<file path="config.mk">
export PLATFORM = sky130hd
export DESIGN_NAME = three_frame_orf_finder
export DESIGN_NICKNAME = d
export VERILOG_FILES = /design/src/sv/tforf_pkg.sv /design/src/sv/three_frame_orf_finder.sv
export SDC_FILE = /design/constraint.sdc
export NUM_CORES = 2
export LEC_CHECK = 0
export BUFFER_PORTS_ARGS = -buffer_cell sky130_fd_sc_hd__buf_2
export CORE_MARGIN = 4
export CORE_UTILIZATION = 46
export CTS_BUF_LIST = sky130_fd_sc_hd__clkbuf_4
export DETAILED_ROUTE_END_ITERATION = 12
export GPL_TIMING_DRIVEN = 0
export PLACE_DENSITY = 0.72
export RECOVER_POWER = 25
export SYNTH_ARGS = -nofsm -noshare
export SYNTH_HDL_FRONTEND = slang
export SYNTH_SLANG_ARGS = --single-unit
export TNS_END_PERCENT = 100
</file>
<file path="constraint.sdc">
create_clock -name aclk -period 33.4 [get_ports aclk]
set_input_delay 1.67 -clock aclk [delete_from_list [all_inputs] [get_ports aclk]]
set_output_delay 1.67 -clock aclk [all_outputs]
set_load 0.05 [all_outputs]
</file>
<file path="src/sv/tforf_pkg.sv">
// Shared types, character codes and translation functions for the ORF finder.
package tforf_pkg;

    typedef logic [6:0] char_t;

    localparam char_t CH_A = 7'h41;
    localparam char_t CH_B = 7'h42;
    localparam char_t CH_C = 7'h43;
    localparam char_t CH_D = 7'h44;
    localparam char_t CH_E = 7'h45;
    localparam char_t CH_F = 7'h46;
    localparam char_t CH_G = 7'h47;
    localparam char_t CH_H = 7'h48;
    localparam char_t CH_I = 7'h49;
    localparam char_t CH_K = 7'h4B;
    localparam char_t CH_L = 7'h4C;
    localparam char_t CH_M = 7'h4D;
    localparam char_t CH_N = 7'h4E;
    localparam char_t CH_P = 7'h50;
    localparam char_t CH_Q = 7'h51;
    localparam char_t CH_R = 7'h52;
    localparam char_t CH_S = 7'h53;
    localparam char_t CH_T = 7'h54;
    localparam char_t CH_U = 7'h55;
    localparam char_t CH_V = 7'h56;
    localparam char_t CH_W = 7'h57;
    localparam char_t CH_X = 7'h58;
    localparam char_t CH_Y = 7'h59;
    localparam char_t CH_STOP = 7'h2A;
    localparam char_t CH_LO_A = 7'h61;
    localparam char_t CH_LO_Z = 7'h7A;

    localparam logic [2:0] REG_SEQ_LENGTH = 3'd0;
    localparam logic [2:0] REG_SCAN_START = 3'd1;
    localparam logic [2:0] REG_SCAN_END   = 3'd2;
    localparam logic [2:0] REG_REQ_START  = 3'd3;
    localparam logic [2:0] REG_COMPLEMENT = 3'd4;

    // upper case, then complement or U->T
    function automatic char_t norm_base(input char_t ch, input logic comp);
        char_t u;
        char_t r;
        u = ch;
        if (u >= CH_LO_A && u <= CH_LO_Z) u = u - 7'd32;
        r = u;
        if (!comp) begin
            if (u == CH_U) r = CH_T;
        end else begin
            case (u)
                CH_A: r = CH_T;
                CH_T: r = CH_A;
                CH_U: r = CH_A;
                CH_C: r = CH_G;
                CH_G: r = CH_C;
                CH_R: r = CH_Y;
                CH_Y: r = CH_R;
                CH_D: r = CH_H;
                CH_H: r = CH_D;
                CH_K: r = CH_M;
                CH_M: r = CH_K;
                CH_B: r = CH_V;
                CH_V: r = CH_B;
                default: r = u;
            endcase
        end
        return r;
    endfunction

    function automatic logic is_pyr(input char_t c);
        return c == CH_T || c == CH_C || c == CH_Y;
    endfunction

    function automatic logic is_pur(input char_t c);
        return c == CH_A || c == CH_G || c == CH_R;
    endfunction

    function automatic char_t two_way(input char_t c, input char_t py, input char_t pu);
        char_t r;
        r = CH_X;
        if (is_pyr(c)) r = py;
        else if (is_pur(c)) r = pu;
        return r;
    endfunction

    // standard code with Y/R/H third-position ambiguity
    function automatic char_t translate(input char_t a, input char_t b, input char_t c);
        char_t r;
        r = CH_X;
        if (b == CH_T) begin
            if (a == CH_T) r = two_way(c, CH_F, CH_L);
            else if (a == CH_C) r = CH_L;
            else if (a == CH_A) begin
                if (c == CH_G) r = CH_M;
                else if (c == CH_T || c == CH_A || c == CH_C || c == CH_H) r = CH_I;
            end else if (a == CH_G) r = CH_V;
        end else if (b == CH_C) begin
            if (a == CH_T) r = CH_S;
            else if (a == CH_C) r = CH_P;
            else if (a == CH_A) r = CH_T;
            else if (a == CH_G) r = CH_A;
        end else if (b == CH_A) begin
            if (a == CH_T) r = two_way(c, CH_Y, CH_STOP);
            else if (a == CH_C) r = two_way(c, CH_H, CH_Q);
            else if (a == CH_A) r = two_way(c, CH_N, CH_K);
            else if (a == CH_G) r = two_way(c, CH_D, CH_E);
        end else if (b == CH_G) begin
            if (a == CH_T) begin
                if (is_pyr(c)) r = CH_C;
                else if (c == CH_A) r = CH_STOP;
                else if (c == CH_G) r = CH_W;
            end else if (a == CH_C) r = CH_R;
            else if (a == CH_A) r = two_way(c, CH_S, CH_R);
            else if (a == CH_G) r = CH_G;
        end
        return r;
    endfunction

    function automatic logic [1:0] red3(input logic [2:0] v);
        logic [2:0] r;
        r = v;
        if (r >= 3'd6) r = r - 3'd6;
        else if (r >= 3'd3) r = r - 3'd3;
        return r[1:0];
    endfunction

    // 17-bit value mod 3: base-4 digits each count 1 mod 3
    function automatic logic [1:0] mod3_17(input logic [16:0] v);
        logic [4:0] s;
        logic [2:0] t;
        s = 5'(v[16]);
        for (int i = 0; i < 8; i++) s = s + 5'(v[2*i +: 2]);
        t = 3'(s[1:0]) + 3'(s[3:2]) + 3'(s[4]);
        return red3(t);
    endfunction

    // frame label (L + 5 - p) mod 3 from residues
    function automatic logic [1:0] frame_of(input logic [1:0] lm, input logic [1:0] pm);
        return red3(3'(lm) + 3'd2 + 3'(2'd3 - pm));
    endfunction

endpackage

</file>
<file path="src/sv/three_frame_orf_finder.sv">
// Three-frame ORF finder: input register, tracker update, result register.
// m_tvalid is registered as the last item advances out of the input register.
// Throughput: one nucleotide per cycle; the input register keeps taking items
//   while a result waits, and stalls only when a last item meets a held result.
// Reset (aresetn low, synchronous): registers zero, trackers cleared, Met
//   trackers waiting for M, lookahead bases X. The stream state is also
//   cleared after every last item; configuration registers keep their values.
module three_frame_orf_finder
    import tforf_pkg::*;
#(
    parameter int MAX_LEN = 65536
) (
    input  logic        aclk,
    input  logic        aresetn,
    input  logic        s_tvalid,
    output logic        s_tready,
    input  logic [7:0]  s_tdata,   // [6:0] nucleotide, [7] zero
    input  logic        s_tlast,   // last_item
    output logic        m_tvalid,
    input  logic        m_tready,
    output logic [55:0] m_tdata,   // best_frame, run_start, run_end, run_codons,
                                   // ends_with_stop, then zero fill
    input  logic        cfg_valid,
    output logic        cfg_ready,
    input  logic [2:0]  cfg_index,
    input  logic [16:0] cfg_data
);

    localparam int PW = $clog2(MAX_LEN + 3);
    localparam int CW = (PW > 17) ? PW : 17;
    localparam logic [PW-1:0] POS_SAT = PW'(MAX_LEN + 2);
    localparam logic [CW-1:0] POS_LIM = CW'(MAX_LEN);

    // configuration
    logic [16:0] seq_length_reg;
    logic [1:0]  seq_mod3_reg;
    logic [15:0] scan_start_reg;
    logic [16:0] scan_end_reg;
    logic        req_start_reg;
    logic        comp_reg;

    assign cfg_ready = 1'b1;

    always_ff @(posedge aclk) begin
        if (!aresetn) begin
            seq_length_reg <= '0;
            seq_mod3_reg   <= '0;
            scan_start_reg <= '0;
            scan_end_reg   <= '0;
            req_start_reg  <= 1'b0;
            comp_reg       <= 1'b0;
        end else begin
            seq_mod3_reg <= mod3_17(seq_length_reg);
            if (cfg_valid) begin
                case (cfg_index)
                    REG_SEQ_LENGTH: seq_length_reg <= cfg_data;
                    REG_SCAN_START: scan_start_reg <= cfg_data[15:0];
                    REG_SCAN_END:   scan_end_reg   <= cfg_data;
                    REG_REQ_START:  req_start_reg  <= cfg_data[0];
                    REG_COMPLEMENT: comp_reg       <= cfg_data[0];
                    default: ;
                endcase
            end
        end
    end

    // input register
    logic  in_valid_reg;
    char_t in_base_reg;
    logic  in_last_reg;
    logic  advance;
    logic  m_valid_reg;
    logic [55:0] m_data_reg;

    assign advance  = in_valid_reg && !(in_last_reg && m_valid_reg && !m_tready);
    assign s_tready = !in_valid_reg || advance;

    always_ff @(posedge aclk) begin
        if (!aresetn) begin
            in_valid_reg <= 1'b0;
        end else if (s_tready) begin
            in_valid_reg <= s_tvalid;
        end
    end

    always_ff @(posedge aclk) begin
        if (s_tvalid && s_tready) begin
            in_base_reg <= norm_base(s_tdata[6:0], comp_reg);
            in_last_reg <= s_tlast;
        end
    end

    // stream state
    char_t        la0_reg, la1_reg;
    logic [PW-1:0] pos_cnt_reg;
    logic [1:0]   pos_mod3_reg;
    logic         await_reg  [6];
    logic [16:0]  cur_len_reg[6];
    logic [15:0]  cur_beg_reg[6];
    logic [16:0]  best_len_reg[6];
    logic [15:0]  best_beg_reg[6];
    logic [15:0]  best_fin_reg[6];
    logic         best_stop_reg[6];

    logic         await_next  [6];
    logic [16:0]  cur_len_next[6];
    logic [15:0]  cur_beg_next[6];
    logic [16:0]  best_len_next[6];
    logic [15:0]  best_beg_next[6];
    logic [15:0]  best_fin_next[6];
    logic         best_stop_next[6];
    logic [55:0]  result_next;

    function automatic logic in_window(input logic [PW-1:0] p, input logic [15:0] s,
                                       input logic [16:0] e);
        return CW'(p) < POS_LIM && CW'(p) >= CW'(s) && CW'(p) < CW'(e);
    endfunction

    always_comb begin
        logic [PW-1:0] pos_a, pos_b;
        char_t         aa_a, aa_b;
        logic          hit_a, hit_b;
        logic [1:0]    fr_a, fr_b;
        logic          hit_f;
        char_t         aa_f;
        logic [15:0]   pos_f;
        logic [16:0]   inc;
        logic [2:0]    base;
        logic [16:0]   len;
        logic          stop;
        logic [1:0]    sel;
        logic [2:0]    ti;

        // middle codon at k-2, tail codon at k-1 (the codon at k is always X)
        pos_a = pos_cnt_reg - PW'(2);
        pos_b = pos_cnt_reg - PW'(1);
        aa_a  = translate(la0_reg, la1_reg, in_base_reg);
        aa_b  = translate(la1_reg, in_base_reg, CH_X);
        hit_a = pos_cnt_reg >= PW'(2) && in_window(pos_a, scan_start_reg, scan_end_reg);
        hit_b = in_last_reg && pos_cnt_reg >= PW'(1) && aa_b != CH_X &&
                in_window(pos_b, scan_start_reg, scan_end_reg);
        fr_a  = frame_of(seq_mod3_reg, red3(3'(pos_mod3_reg) + 3'd1));
        fr_b  = frame_of(seq_mod3_reg, red3(3'(pos_mod3_reg) + 3'd2));

        for (int t = 0; t < 6; t++) begin
            await_next[t]     = await_reg[t];
            cur_len_next[t]   = cur_len_reg[t];
            cur_beg_next[t]   = cur_beg_reg[t];
            best_len_next[t]  = best_len_reg[t];
            best_beg_next[t]  = best_beg_reg[t];
            best_fin_next[t]  = best_fin_reg[t];
            best_stop_next[t] = best_stop_reg[t];

            // the two scanned positions always fall in different frames
            if (hit_a && 2'(t % 3) == fr_a) begin
                hit_f = 1'b1; aa_f = aa_a; pos_f = pos_a[15:0];
            end else begin
                hit_f = hit_b && 2'(t % 3) == fr_b; aa_f = aa_b; pos_f = pos_b[15:0];
            end
            inc = cur_len_reg[t] + 17'd1;

            if (hit_f) begin
                if (await_reg[t]) begin
                    if (aa_f == CH_M) begin
                        cur_len_next[t] = 17'd1;
                        cur_beg_next[t] = pos_f;
                        await_next[t]   = 1'b0;
                    end
                end else begin
                    cur_len_next[t] = inc;
                    if (aa_f == CH_STOP) begin
                        await_next[t] = 1'b1;
                        if (inc > best_len_reg[t]) begin
                            best_len_next[t]  = inc;
                            best_beg_next[t]  = cur_beg_reg[t];
                            best_fin_next[t]  = pos_f;
                            best_stop_next[t] = 1'b1;
                        end
                    end
                end
            end

            // open run at sequence end closes at scan_end-1
            if (in_last_reg && cur_len_next[t] > best_len_next[t]) begin
                best_len_next[t]  = cur_len_next[t];
                best_beg_next[t]  = cur_beg_next[t];
                best_fin_next[t]  = scan_end_reg[15:0] - 16'd1;
                best_stop_next[t] = 1'b0;
            end
        end

        // Met answer if requested and present, else free mode
        base = 3'd3;
        if (req_start_reg &&
            (best_len_next[0] | best_len_next[1] | best_len_next[2]) != 17'd0)
            base = 3'd0;
        len  = best_len_next[base];
        stop = best_stop_next[base];
        if (best_len_next[base + 3'd1] > len) begin
            len  = best_len_next[base + 3'd1];
            stop = best_stop_next[base + 3'd1];
        end
        if (best_len_next[base + 3'd2] > len) begin
            len  = best_len_next[base + 3'd2];
            stop = best_stop_next[base + 3'd2];
        end
        if (best_len_next[base + 3'd2] == len) sel = 2'd2;
        else if (best_len_next[base + 3'd1] == len) sel = 2'd1;
        else sel = 2'd0;
        ti = base + 3'(sel);
        result_next = {4'd0, stop, len, best_fin_next[ti], best_beg_next[ti], sel};
    end

    always_ff @(posedge aclk) begin
        if (!aresetn || (advance && in_last_reg)) begin
            la0_reg      <= CH_X;
            la1_reg      <= CH_X;
            pos_cnt_reg  <= '0;
            pos_mod3_reg <= '0;
            for (int t = 0; t < 6; t++) begin
                await_reg[t]     <= (t < 3);
                cur_len_reg[t]   <= '0;
                cur_beg_reg[t]   <= '0;
                best_len_reg[t]  <= '0;
                best_beg_reg[t]  <= '0;
                best_fin_reg[t]  <= '0;
                best_stop_reg[t] <= 1'b0;
            end
        end else if (advance) begin
            la0_reg <= la1_reg;
            la1_reg <= in_base_reg;
            if (pos_cnt_reg < POS_SAT) begin
                pos_cnt_reg  <= pos_cnt_reg + PW'(1);
                pos_mod3_reg <= red3(3'(pos_mod3_reg) + 3'd1);
            end
            for (int t = 0; t < 6; t++) begin
                await_reg[t]     <= await_next[t];
                cur_len_reg[t]   <= cur_len_next[t];
                cur_beg_reg[t]   <= cur_beg_next[t];
                best_len_reg[t]  <= best_len_next[t];
                best_beg_reg[t]  <= best_beg_next[t];
                best_fin_reg[t]  <= best_fin_next[t];
                best_stop_reg[t] <= best_stop_next[t];
            end
        end
    end

    // result register
    always_ff @(posedge aclk) begin
        if (!aresetn) begin
            m_valid_reg <= 1'b0;
        end else if (advance && in_last_reg) begin
            m_valid_reg <= 1'b1;
        end else if (m_tready) begin
            m_valid_reg <= 1'b0;
        end
    end

    always_ff @(posedge aclk) begin
        if (advance && in_last_reg) m_data_reg <= result_next;
    end

    assign m_tvalid = m_valid_reg;
    assign m_tdata  = m_data_reg;

endmodule
</file>
==> flow_summary.toml <==
[synthesis]
yosysWarningCount = 0
yosysSeqAreaShare = 0.379
ys_seq_elements = 653
synthesis.area_um2 = 49400
synth_edf_count = 564
async_reset_ff_frac = 0
syn_area_per_cell_um2 = 8.72
synthCells = 5666
ys.flop_type = "edfxtp_1"
synth_cell_types = 101

[sta]
slew_headroom = -3.17
hold_viol = 0
fin_crit_sh = 0.832
grt_setup_unrepaired = "false"
setup_slack_ps = 5600
drv_slew = 343
setup-violations-final = 0
timing.fmax_mhz = 36.0
fin_tns_setup_ps = 0
finClkSkew_ps = 143
period_minus_slack_ps = 27800
tightest_slew_ps = 6250

[grt]
gr-total-overflow = 0
grt_first_pass_wirelength_mm = 291
antenna_found_initial = 11
grt_pass1_vias = 45100
grt_use_total = 0.344
grt_max_degree = 130

[critical_path]
cp_data_arrival_time_ps = 28640
path_delay_family = "buffers and inverters"
critical_path_class = "reg -> reg"
cp.required_ps = 34240
path_buf_inv = 24
critPathCaptureType = "register"
cpMostUsedCell = "clkbuf_1"
crit_fanout = 10
max_stage_delay_ps = 1120
start_kind = "register"
rrSetupSlack_ps = 5600
cpMaxStageDelayCell = "a2111oi_0"

[clock_network]
tritoncts = "built"
htree_num_levels = 4
ctsHoldBuffers = 0
clock-sinks = 653
cts_buffer_depth = 3
ctsRootBufferMaster = "clkbuf_4"
clk_pin_slew_ps = 70
cts_resized = 0
postCtsSetupBuffers = 0
cts_made_buffers = 179
clk_latency_ps = 1230

[pwr]
vdd_drop_max_uv = 34.8
power_density_nw_per_um2 = 46.7
p_leak_uw = 0.0212

[drt]
wl_per_cell_um = 26.8
vias = 48100
drc = 0
finalWirelength_mm = 201
dr.pass1.iters = 6
dr.first_iter.drc_count = 7024
antenna_left = 0
vias_per_cell = 6.43

[flow_run]
maxCapViolCount = 10

[worst_hold_path]
min_path_type = "reg -> reg"

[cells_and_area]
layout-drive-gt1-share = 0.0810
finalNetCount = 6324
syn_to_final_growth_pct = 9.28
utilization = 0.509

[placement]
place.gp.congestion = 1.03
pre_cts_ws_ps = 7240
hpwl_mm = 153
port_buffers = 83

[floorplanning]
core.rowCount = 119
start_util = 0.466
core_um2 = 106000
die_area_um2 = 113000
fp.dieH_um = 336
dieWidth_um = 336
pin_count = 93

[run_status]
violations = "capacitance limit, slew limit"
status = "complete, but fails checks"
path summary, 6_finish.rpt:
| path | from | end | cells after the start |
|---|---|---|---|
| max | pos_cnt_reg[0] | m_tdata[33] | 74 |
| max reg2reg | pos_cnt_reg[0] | m_tdata[33] | 74 |
| min reg2reg | scan_start_reg[4] | scan_start_reg[4] | 2 |
| min | scan_start_reg[4] | scan_start_reg[4] | 2 |
cell usage after synthesis, types with 22 or more instances:
cell type	number	area [µm²]
nor2_1	745	2800
nand2_1	662	2480
edfxtp_1	564	16900
a21oi_1	553	2770
ha_1	335	4190
inv_1	306	1150
clkbuf_1	284	1070
o21ai_0	237	1190
mux2i_1	200	2000
and2_1	129	807
xnor2_1	128	1120
nand3_1	121	606
nand4_1	96	601
dfxtp_1	89	1780
nor3_1	89	445
xor2_1	74	648
a21o_1	65	488
o22ai_1	62	388
a21boi_0	60	450
mux2_2	49	552
nor4_1	46	288
and3_1	45	282
a211oi_1	44	330
or3_1	35	219
o211ai_1	33	248
mux4_2	32	721
a221oi_1	30	263
nand2b_1	28	175
a22oi_1	26	195
nor2b_1	26	163
a31oi_1	24	150
o21a_1	24	180
or2_2	23	144
o31ai_1	22	165
where the power goes:
part           switching, µW  total, µW  internal, µW
clock                    393        767           374
sequential              29.0        979           950
combinational            536        775           240
cells in the final DEF, fill, tap and decap left out, types with 39 or more instances in the layout:
cell,n
nor4_1,45
clkbuf_4,262
nand3_1,121
a211oi_1,43
nand2_1,662
xnor2_1,128
edfxtp_1,564
and3_1,45
nor3_1,88
xor2_1,74
buf_2,42
dfxtp_1,89
a21boi_0,60
a21oi_1,552
o22ai_1,62
inv_1,304
a21o_1,65
mux2_2,49
mux2i_1,200
ha_1,335
nand4_1,96
and2_1,129
clkbuf_1,345
o21ai_0,230
nor2_1,744
clkinv_1,39
through the flow:
step	power (µW)	hold slack (ps)	cell area, µm²	instances
detailed placement	1730	457	51800	7150
global placement	1750	452	51600	7143
finish	2520	463	54000	7482
floorplan	1480	443	49400	5669
global route	2610	479	54000	7478
CTS	2490	466	54100	7474
final cells by class:
cell class | instances | area, µm²
sequential | 653 | 18700
inverter | 309 | 1160
buffer | 329 | 1290
timing repair buffer | 90 | 433
tap | 1391 | 1740
antenna | 8 | 20.0
fill | 10200 | 52000
clock inverter | 62 | 372
clock buffer | 262 | 1970
multi-input combinational | 4378 | 28300
per-layer routing:
metal	part of all wire	track usage
met5	0.00014	0
met4	0.072	0.213
met3	0.13	0.0945
met2	0.42	0.512
met1	0.38	0.446
tightest hold or removal path, stage by stage, from the launching register on:
cell,delay [ps]
dfxtp_1,310
nand2_1,40
a21boi_0,60
cells by family (layout without fill, tap and decap cells):
logic type | after synthesis | after routing | synth area share
AND/OR/NAND/NOR | 2139 | 2139 | 0.199
AO/OA/AOI/OAI | 1400 | 1400 | 0.179
flip-flops | 653 | 653 | 0.379
buffers and inverters | 638 | 1052 | 0.0496
adder cells (fa/ha/maj) | 350 | 350 | 0.0909
multiplexers | 282 | 282 | 0.0666
XOR/XNOR | 202 | 202 | 0.0358
other | 2 | 13 | 0.000152
No activity file was read; power rests on OpenSTA's default activity.
